<file path="src/sas_pkg.sv">
// Package with the shared types, constants and codes of the sprite animation sequencer.
`timescale 1ns / 1ps

package sas_pkg;

  localparam int NUM_ANIMATIONS = 16;
  localparam int ANIM_BITS      = 4;
  localparam int COUNT_BITS     = 5;
  localparam int FRAME_BITS     = 8;
  localparam int TILE_BITS      = 9;
  localparam int CMD_BITS       = 3;
  localparam int OPT_BITS       = 3;
  localparam int CFG_INDEX_BITS = 1;
  localparam int CFG_DATA_BITS  = 9;

  localparam logic [TILE_BITS-1:0] TILE_COUNT_RESET = TILE_BITS'(256);

  localparam logic [CMD_BITS-1:0] CMD_TICK        = 3'd0;
  localparam logic [CMD_BITS-1:0] CMD_DEFINE      = 3'd1;
  localparam logic [CMD_BITS-1:0] CMD_SELECT      = 3'd2;
  localparam logic [CMD_BITS-1:0] CMD_STEP_BACK   = 3'd3;
  localparam logic [CMD_BITS-1:0] CMD_SET_AUTO    = 3'd4;
  localparam logic [CMD_BITS-1:0] CMD_SET_VISIBLE = 3'd5;

  localparam logic [OPT_BITS-1:0] OPT_LOOP    = 3'd0;
  localparam logic [OPT_BITS-1:0] OPT_NEXT    = 3'd1;
  localparam logic [OPT_BITS-1:0] OPT_HOLD    = 3'd2;
  localparam logic [OPT_BITS-1:0] OPT_HIDE    = 3'd3;
  localparam logic [OPT_BITS-1:0] OPT_DEFAULT = 3'd4;

  localparam logic [CFG_INDEX_BITS-1:0] CFG_DEFAULT_ANIM = 1'b0;
  localparam logic [CFG_INDEX_BITS-1:0] CFG_TILE_COUNT   = 1'b1;

  typedef struct packed {
    logic [CMD_BITS-1:0]   command;
    logic [ANIM_BITS-1:0]  anim_index;
    logic [FRAME_BITS-1:0] start_frame;
    logic [FRAME_BITS-1:0] end_frame;
    logic [OPT_BITS-1:0]   end_option;
    logic                  flag_value;
  } sas_in_t;

  typedef struct packed {
    logic [ANIM_BITS-1:0]  cur_animation;
    logic [FRAME_BITS-1:0] cur_frame;
    logic                  visible;
    logic                  auto_animate;
    logic                  ok;
  } sas_out_t;

  typedef struct packed {
    logic [FRAME_BITS-1:0] start_frame;
    logic [FRAME_BITS-1:0] end_frame;
    logic [OPT_BITS-1:0]   end_option;
  } sas_entry_t;

  typedef struct packed {
    logic                 en;
    logic [ANIM_BITS-1:0] idx;
    sas_entry_t           entry;
  } sas_tbl_wr_t;

endpackage

</file>
<file path="src/sprite_animation_sequencer_top.sv">
// Top level of the sprite animation sequencer: configuration, handshakes and result register.
//
//   Channel   Signals                                  Carries
//   cmd       cmd_valid, cmd_ready, cmd_data           one command per transfer
//   rsp       rsp_valid, rsp_ready, rsp_data           one result per command
//   cfg       cfg_valid, cfg_ready, cfg_index, cfg_data register write
//
// The result of every command is in the result register on the next cycle.
// A new command is taken in every cycle while the result register is empty or being read.
// When the result waits on rsp_ready, cmd_ready is low and the state does not move.
// Reset empties the result register and returns all state and registers to their defaults.
`timescale 1ns / 1ps

module sprite_animation_sequencer_top
  import sas_pkg::*;
(
  input  logic                      clk,
  input  logic                      rst,
  input  logic                      cmd_valid,
  output logic                      cmd_ready,
  input  sas_in_t                   cmd_data,
  output logic                      rsp_valid,
  input  logic                      rsp_ready,
  output sas_out_t                  rsp_data,
  input  logic                      cfg_valid,
  output logic                      cfg_ready,
  input  logic [CFG_INDEX_BITS-1:0] cfg_index,
  input  logic [CFG_DATA_BITS-1:0]  cfg_data
);

  logic [ANIM_BITS-1:0]  default_anim;
  logic [TILE_BITS-1:0]  tile_count;
  logic                  fire;
  logic [ANIM_BITS-1:0]  rd_addr;
  sas_entry_t            rd_entry;
  logic [COUNT_BITS-1:0] count;
  sas_tbl_wr_t           wr;
  sas_out_t              result;

  assign cfg_ready = 1'b1;
  assign cmd_ready = !rsp_valid || rsp_ready;
  assign fire      = cmd_valid && cmd_ready;

  always_ff @(posedge clk) begin
    if (rst) begin
      default_anim <= '0;
      tile_count   <= TILE_COUNT_RESET;
    end else if (cfg_valid) begin
      case (cfg_index)
        CFG_DEFAULT_ANIM: default_anim <= cfg_data[ANIM_BITS-1:0];
        CFG_TILE_COUNT:   tile_count   <= cfg_data[TILE_BITS-1:0];
        default: begin
        end
      endcase
    end
  end

  sas_seq_table u_table (
    .clk      (clk),
    .rst      (rst),
    .wr       (wr),
    .rd_addr  (rd_addr),
    .rd_entry (rd_entry),
    .count    (count)
  );

  sas_core u_core (
    .clk          (clk),
    .rst          (rst),
    .fire         (fire),
    .cmd          (cmd_data),
    .default_anim (default_anim),
    .tile_count   (tile_count),
    .rd_addr      (rd_addr),
    .rd_entry     (rd_entry),
    .count        (count),
    .wr           (wr),
    .result       (result)
  );

  always_ff @(posedge clk) begin
    if (rst) begin
      rsp_valid <= 1'b0;
    end else if (fire) begin
      rsp_valid <= 1'b1;
    end else if (rsp_ready) begin
      rsp_valid <= 1'b0;
    end
  end

  always_ff @(posedge clk) begin
    if (fire) begin
      rsp_data <= result;
    end
  end

endmodule

</file>
<file path="src/sas_seq_table.sv">
// Sequence table with per-entry valid bits, defined count and one read port.
`timescale 1ns / 1ps

module sas_seq_table
  import sas_pkg::*;
(
  input  logic                  clk,
  input  logic                  rst,
  input  sas_tbl_wr_t           wr,
  input  logic [ANIM_BITS-1:0]  rd_addr,
  output sas_entry_t            rd_entry,
  output logic [COUNT_BITS-1:0] count
);

  sas_entry_t                entries [NUM_ANIMATIONS];
  logic [NUM_ANIMATIONS-1:0] valid;
  logic [NUM_ANIMATIONS-1:0] valid_next;

  // Entries between the old count and the new index read as zero afterwards.
  always_comb begin
    valid_next = valid;
    for (int i = 0; i < NUM_ANIMATIONS; i++) begin
      if (COUNT_BITS'(i) >= count && COUNT_BITS'(i) < {1'b0, wr.idx}) begin
        valid_next[i] = 1'b0;
      end
    end
    valid_next[wr.idx] = 1'b1;
  end

  always_ff @(posedge clk) begin
    if (rst) begin
      valid <= '0;
      count <= '0;
    end else if (wr.en) begin
      valid <= valid_next;
      count <= {1'b0, wr.idx} + COUNT_BITS'(1);
    end
  end

  always_ff @(posedge clk) begin
    if (wr.en) begin
      entries[wr.idx] <= wr.entry;
    end
  end

  assign rd_entry = (({1'b0, rd_addr} < count) && valid[rd_addr]) ? entries[rd_addr] : '0;

endmodule

</file>
<file path="src/sas_core.sv">
// Animation state registers and the next-state logic for one command.
`timescale 1ns / 1ps

module sas_core
  import sas_pkg::*;
(
  input  logic                  clk,
  input  logic                  rst,
  input  logic                  fire,
  input  sas_in_t               cmd,
  input  logic [ANIM_BITS-1:0]  default_anim,
  input  logic [TILE_BITS-1:0]  tile_count,
  output logic [ANIM_BITS-1:0]  rd_addr,
  input  sas_entry_t            rd_entry,
  input  logic [COUNT_BITS-1:0] count,
  output sas_tbl_wr_t           wr,
  output sas_out_t              result
);

  logic [ANIM_BITS-1:0]  anim;
  logic [FRAME_BITS-1:0] frame;
  logic                  visible;
  logic                  auto_anim;
  sas_entry_t            cur_entry;

  logic [ANIM_BITS-1:0]  anim_next;
  logic [FRAME_BITS-1:0] frame_next;
  logic                  visible_next;
  logic                  auto_anim_next;
  sas_entry_t            cur_entry_next;
  logic                  ok;
  logic                  define_ok;
  logic                  select_hit;
  logic [FRAME_BITS:0]   frame_inc;
  logic [COUNT_BITS-1:0] anim_inc;
  sas_entry_t            new_entry;

  assign frame_inc  = {1'b0, frame} + (FRAME_BITS+1)'(1);
  assign anim_inc   = {1'b0, anim} + COUNT_BITS'(1);
  assign select_hit = {1'b0, cmd.anim_index} < count;
  assign define_ok  = ({1'b0, cmd.start_frame} <= tile_count) && (cmd.end_option <= OPT_DEFAULT);
  assign new_entry  = '{start_frame: cmd.start_frame, end_frame: cmd.end_frame,
                        end_option: cmd.end_option};

  // The table has a single read port; the address depends on which command needs it.
  always_comb begin
    if (cmd.command == CMD_SELECT) begin
      rd_addr = select_hit ? cmd.anim_index : default_anim;
    end else if (cur_entry.end_option == OPT_NEXT) begin
      rd_addr = anim_inc[ANIM_BITS-1:0];
    end else begin
      rd_addr = default_anim;
    end
  end

  always_comb begin
    anim_next      = anim;
    frame_next     = frame;
    visible_next   = visible;
    auto_anim_next = auto_anim;
    cur_entry_next = cur_entry;
    ok             = 1'b1;
    wr             = '{en: 1'b0, idx: cmd.anim_index, entry: new_entry};
    case (cmd.command)
      CMD_TICK: begin
        if (visible && auto_anim) begin
          if (frame_inc < {1'b0, cur_entry.end_frame}) begin
            frame_next = frame_inc[FRAME_BITS-1:0];
          end else begin
            case (cur_entry.end_option)
              OPT_NEXT: begin
                if (anim_inc >= count) begin
                  ok = 1'b0;
                end else begin
                  anim_next      = anim_inc[ANIM_BITS-1:0];
                  frame_next     = rd_entry.start_frame;
                  cur_entry_next = rd_entry;
                end
              end
              OPT_HOLD: begin
                frame_next     = (cur_entry.end_frame == '0) ? '0 :
                                 cur_entry.end_frame - FRAME_BITS'(1);
                auto_anim_next = 1'b0;
              end
              OPT_HIDE: begin
                frame_next   = frame_inc[FRAME_BITS-1:0];
                visible_next = 1'b0;
              end
              OPT_DEFAULT: begin
                anim_next      = default_anim;
                frame_next     = rd_entry.start_frame;
                cur_entry_next = rd_entry;
              end
              default: begin
                frame_next = cur_entry.start_frame;
              end
            endcase
          end
        end
      end
      CMD_DEFINE: begin
        ok = define_ok;
        if (define_ok) begin
          wr.en = fire;
          if (cmd.anim_index == anim) begin
            cur_entry_next = new_entry;
          end else if (anim > cmd.anim_index) begin
            cur_entry_next = '0;
          end
        end
      end
      CMD_SELECT: begin
        cur_entry_next = rd_entry;
        anim_next      = rd_addr;
        if (select_hit) begin
          frame_next = rd_entry.start_frame;
        end
      end
      CMD_STEP_BACK: begin
        if (frame <= cur_entry.start_frame) begin
          ok = 1'b0;
        end else begin
          frame_next = frame - FRAME_BITS'(1);
        end
      end
      CMD_SET_AUTO: begin
        auto_anim_next = cmd.flag_value;
      end
      CMD_SET_VISIBLE: begin
        visible_next = cmd.flag_value;
      end
      default: begin
        ok = 1'b0;
      end
    endcase
  end

  always_ff @(posedge clk) begin
    if (rst) begin
      anim      <= '0;
      frame     <= '0;
      visible   <= 1'b1;
      auto_anim <= 1'b0;
      cur_entry <= '0;
    end else if (fire) begin
      anim      <= anim_next;
      frame     <= frame_next;
      visible   <= visible_next;
      auto_anim <= auto_anim_next;
      cur_entry <= cur_entry_next;
    end
  end

  assign result = '{cur_animation: anim_next, cur_frame: frame_next, visible: visible_next,
                    auto_animate: auto_anim_next, ok: ok};

endmodule

</file>
<file path="config.mk">
export PLATFORM = sky130hd
export DESIGN_NAME = sprite_animation_sequencer_top
export DESIGN_NICKNAME = d
export VERILOG_FILES = /design/src/sas_pkg.sv /design/src/sprite_animation_sequencer_top.sv /design/src/sas_seq_table.sv /design/src/sas_core.sv
export SDC_FILE = /design/constraint.sdc
export NUM_CORES = 1
export LEC_CHECK = 0
export BUFFER_PORTS_ARGS = -buffer_cell sky130_fd_sc_hd__buf_2
export CAP_MARGIN = 10
export CORE_ASPECT_RATIO = 1.75
export CORE_MARGIN = 10
export CORE_UTILIZATION = 60
export DETAILED_ROUTE_END_ITERATION = 8
export MAX_ROUTING_LAYER = met4
export PLACE_DENSITY = 0.79
export SLEW_MARGIN = 15
export SYNTH_ARGS = -nofsm -noshare
export SYNTH_HDL_FRONTEND = slang
export SYNTH_SLANG_ARGS = --single-unit
export TNS_END_PERCENT = 20
</file>
<file path="constraint.sdc">
create_clock -name clk -period 4.5 [get_ports clk]
set_input_delay 0.675 -clock clk [delete_from_list [all_inputs] [get_ports clk]]
set_output_delay 0.675 -clock clk [all_outputs]
set_load 0.01 [all_outputs]
</file>
Word-level counts from Yosys, hierarchy flattened
Memories as Yosys holds them, arrays and structs flattened. Index checks and enable logic that the tools add are counted.

Logic and storage cells: 176. Memories kept: 1. Memory bits (writable): 304. Register bits after elaboration: 83. Bits of input ports: 42.

Reductions and logical operators: 30. Bitwise operators: 2. $add $sub $neg: 5. Order comparisons: 41. Equal/unequal tests: 16. Multiplexer cells: 64.

Memories: u_table.entries (words 16, width 19, rd ports 1, clocked after memory_dff 0, write ports 1, RTL line sas_seq_table.sv:15) `sas_entry_t entries [NUM_ANIMATIONS];`.

Operator list (number): $mux W19 (7); $pmux W19 S3 (1); $mux W8 (6); $pmux W19 S2 (1); $ge A4 B5 Y1 const A (7); $mux W1 (34); $pmux W8 S4 (1); $lt A4 B4 Y1 const A (7); $mux W4 (6); $pmux W8 S3 (1); $ge A3 B5 Y1 const A (4); $logic_and A1 B1 Y1 (20); $lt A3 B4 Y1 const A (4); $or A16 B16 Y16 (1); $pmux W4 S2 (2); $sub A8 B1 Y8 const B (2); $eq A3 B2 Y1 const B (4); $add A4 B1 Y5 const B (2); $ge A1 B5 Y1 const A (2); $ge A2 B5 Y1 const A (2); $lt A4 B5 Y1 (2); $lt A4 B5 Y1 const B (2); $add A8 B1 Y9 const B (1); $eq A3 B3 Y1 const B (3); 29 further kinds (36).

Logic depth before layout (Yosys ltp)
Depth in word-level cells: 12. Gate-level depth with buffers: 20.

Modules after synthesis
Synthesis repeated with hierarchy kept, for this count alone.

Cells, all modules: 1370. Area total of the unflattened synthesis: 18815.5 µm².

Modules (own cells, without submodules): sas_seq_table (area each 13027.5 µm², times used 1, cells each 666); sas_core (area each 4709.5 µm², times used 1, cells each 626); sprite_animation_sequencer_top (area each 1078.5 µm², times used 1, cells each 78).

Least setup slack after synthesis
OpenSTA, ideal clock, no wires.

Kind: input to register. Start: input cmd_data[22] (netlist bit). End: register rsp_data[10] (netlist bit), data pin. Data arrival time: 3.885 ns. Library setup time: 0.265 ns. Required time: 4.235 ns. Path slack: 0.350 ns. Stages on the path: 17. Cells stage by stage: ha_1 nor3_1 or3_1 or4_1 o211ai_2 inv_2 buf_2 buf_1 clkbuf_1 ha_1 nand4_1 a21o_1 o21ai_0 inv_1 and2_1 a311oi_1 nor2_1.

RTL lines: start: declaration (RTL line sprite_animation_sequencer_top.sv:21) `input sas_in_t cmd_data,`; end signal: assignment (RTL line sprite_animation_sequencer_top.sv:93) `rsp_data <= result;`; end: declaration (RTL line sprite_animation_sequencer_top.sv:24) `output sas_out_t rsp_data,`.

==> flow_metrics.py <==
metrics = {
    "grt": {
        "grt_max_degree": 90,
        "grt_pass1_wl_um": 81100,
        "grtUsageTotal_pct": 27.8,
        "antenna_found_initial": 0,
        "overflow": 0,
        "grt_pass1_vias": 13800,
    },
    "logic_synthesis": {
        "syn_area_mm2": 0.0182,
        "synth_flop_cell": "edfxtp_1",
        "ys_seq_area_share_pct": 60.0,
        "syn_nets": 1710,
        "synth_top_area_share_pct": 52.5,
        "synth_seq_cells": 387,
        "ys_async_sr_fraction_pct": 0,
        "synth_cell_types": 84,
        "synth.area.top_cells": "edfxtp_1, dfxtp_1, nand2_1",
        "yosysTopAreaCell": "edfxtp_1",
        "syn_avg_cell_area_um2": 11.3,
        "yosys_warnings": 0,
        "synth_edf_count": 319,
        "synthCells": 1621,
    },
    "place": {
        "gp_congestion": 1.02,
        "dp_hpwl_um": 34900,
        "port_buffers": 58,
    },
    "critical_path": {
        "critPathCaptureType": "register",
        "cp_max_fo": 13,
        "critPathKind": "reg2reg",
        "critPathRequiredTime_ns": 4.79,
        "critical_path.cell_chain": "inv_1, ha_1, nor3_1, or3_1, or4_1, o211ai_2, inv_4, buf_4, a211oi_1, a31oi_1, a22o_1, a221oi_1, buf_4, a211oi_1, buf_4, a21o_1",
        "crit_slowest_cell": "dfxtp_1",
        "cpMostUsedCell": "buf_4",
        "cp.arrival_ns": 4.42,
        "startpoint_type": "register",
        "slowest_delay_ns": 0.48,
    },
    "run": {
        "drv_cap": 0,
    },
    "detailed_routing": {
        "dr.first_iter.drc_count": 1446,
        "drc": 0,
        "drt.antenna.violating_nets": 0,
        "wl_um": 53400,
        "num_vias": 13900,
        "first_pass_iters": 5,
        "wl_per_cell_um": 25.5,
        "viasPerCell": 6.65,
    },
    "sta": {
        "worst_pin_slew_ns": 0.991,
        "drv_slew": 0,
        "clock_skew_ns": 0.00890,
        "clock.fmax_ghz": 0.242,
        "period_share_pct": 91.7,
        "hold_viol": 0,
        "finalSetupViolCount": 0,
        "period_needed_ns": 4.13,
        "relSlewSlack_pct": 33.8,
        "rsz0062_at_grt": "no",
        "setup_tns_ns": 0,
        "timing.hold.ws_ns": 0.373,
    },
    "clock_tree": {
        "htree_levels": 2,
        "root_buffer": "clkbuf_16",
        "clockBufferDepth": 3,
        "ctsHoldBuffers": 0,
        "cts_buffers": 35,
        "cts_tree": "done",
        "ctsResizeCount": 0,
        "cts_setup_buffers": 0,
        "insertion_delay_ns": 0.54,
        "cts_num_sinks": 387,
        "path_clk_slew_ns": 0.06,
    },
    "pwr": {
        "peakVddDrop_uv": 375,
        "p_per_area_mw_per_mm2": 399,
        "finalPower_mw": 8.17,
        "power.leakage_nw": 7.53,
    },
    "layout": {
        "fillers": 2237,
        "nNetsFinal": 1772,
        "final_cell_mix": "edfxtp_1, nand2_1, a211oi_1",
        "areaGrowthSynthToFinish_pct": 12.2,
        "layout_commonest_cell": "edfxtp_1",
        "multi_input_area_mm2": 0.00657,
        "diodes": 0,
        "ff_latch_area_mm2": 0.0109,
        "drive_above_1_share_pct": 13.0,
    },
    "run_status": {
        "status": "complete, no violations",
    },
    "floorplan": {
        "rows": 84,
        "initial_core_util_pct": 60.7,
        "die_area_mm2": 0.0381,
        "chipHeight_um": 251,
        "die_w_um": 152,
        "ioPinCount": 60,
        "core_mm2": 0.0301,
    },
    "min_path": {
        "min_path_type": "in2reg",
    },
}
[critical path: cells and delay by family, from the launching register on]
| family | cells | cell delay [ns] |
|---|---|---|
| AO/OA/AOI/OAI | 7 | 1.27 |
| AND/OR/NAND/NOR | 3 | 0.96 |
| buffers and inverters | 5 | 0.87 |
| flip-flops | 1 | 0.48 |
| adder cells (fa/ha/maj) | 1 | 0.29 |
[cell type report]
| type | instances | share of cell area (%) |
|---|---|---|
| Timing Repair Buffer | 137 | 4.87 |
| Clock buffer | 40 | 4.48 |
| Clock inverter | 24 | 1.44 |
| Sequential cell | 387 | 53.5 |
| Tap cell | 387 | 2.37 |
| Inverter | 69 | 1.28 |
| Multi-Input combinational cell | 1053 | 32.1 |
[power breakdown]
part           internal [mW]  leakage [nW]  switching [mW]
clock network           1.83         0.591            1.31
logic                  0.381          3.50           0.704
registers               3.91          3.43          0.0431
total                   6.12          7.53            2.05
[metal layers]
| metal | up-vias | track usage, % | part of all wire, % |
|---|---|---|---|
| li1 | 6248 | - | - |
| met1 | 6716 | 30.2 | 35 |
| met2 | 773 | 47.0 | 51 |
| met3 | 207 | 4.15 | 7.3 |
| met4 | 0 | 17.7 | 6.9 |
| met5 | - | - | 0 |
[path summary, 6_finish.rpt]
path | start | to | slack [ns] | cells past startpoint
setup / recovery | u_table.count[2]$_SDFFE_PP0P_ | rsp_data[9]$_DFFE_PP_ | 0.37 | 16
hold / removal | cfg_data[8] | tile_count[8]$_SDFFE_PP1P_ | 0.37 | 3
setup reg to reg | u_table.count[2]$_SDFFE_PP0P_ | rsp_data[9]$_DFFE_PP_ | 0.37 | 16
hold reg to reg | tile_count[4]$_SDFFE_PP0P_ | tile_count[4]$_SDFFE_PP0P_ | 0.45 | 2
[flip-flops by register name, summed over array words and instances, names as in the netlist]
register / count
rsp_data: 15
u_table.count: 5
u_table.valid: 16
rsp_valid: 1
u_core.anim: 4
u_core.cur_entry: 19
u_core.frame: 8
u_table.entries: 304
tile_count: 9
default_anim: 4
u_core.auto_anim: 1
u_core.visible: 1
[synth_stat cells (all sizes together) (30+ instances only)]
master  instances
nor2           83
a211oi         89
edfxtp        319
o21ai          43
nand2         235
buf            30
inv            68
ha             47
a21oi          84
and3           83
a31oi          64
a22oi          48
dfxtp          68
clkbuf         82
[logic make-up (layout without fill, tap and decap cells)]
| kind of cell | after synthesis | after routing | synth area share (%) |
|---|---|---|---|
| multiplexers | 20 | 20 | 1.23 |
| XOR/XNOR | 18 | 18 | 0.864 |
| flip-flops | 387 | 387 | 60.0 |
| buffers and inverters | 181 | 270 | 4.16 |
| AND/OR/NAND/NOR | 508 | 508 | 13.0 |
| adder cells (fa/ha/maj) | 47 | 47 | 3.22 |
| AO/OA/AOI/OAI | 459 | 459 | 17.6 |
| other | 1 | 1 | 0.0206 |
[per-stage QoR]
| step | setup WS [ns] | cells | utilization (%) | instance area (um2) |
|---|---|---|---|---|
| 2_1_floorplan | 0.350 | 1621 | - | 18200 |
| 3_3_place_gp | 0.434 | 2033 | 64.0 | 19300 |
| 3_5_place_dp | 0.276 | 2033 | 64.0 | 19300 |
| 4_1_cts | 0.416 | 2097 | 68.1 | 20500 |
| 5_1_grt | 0.168 | 2097 | 68.1 | 20500 |
| 6_report | 0.372 | 2097 | 68.1 | 20500 |
No activity file was read; power rests on OpenSTA's default activity.
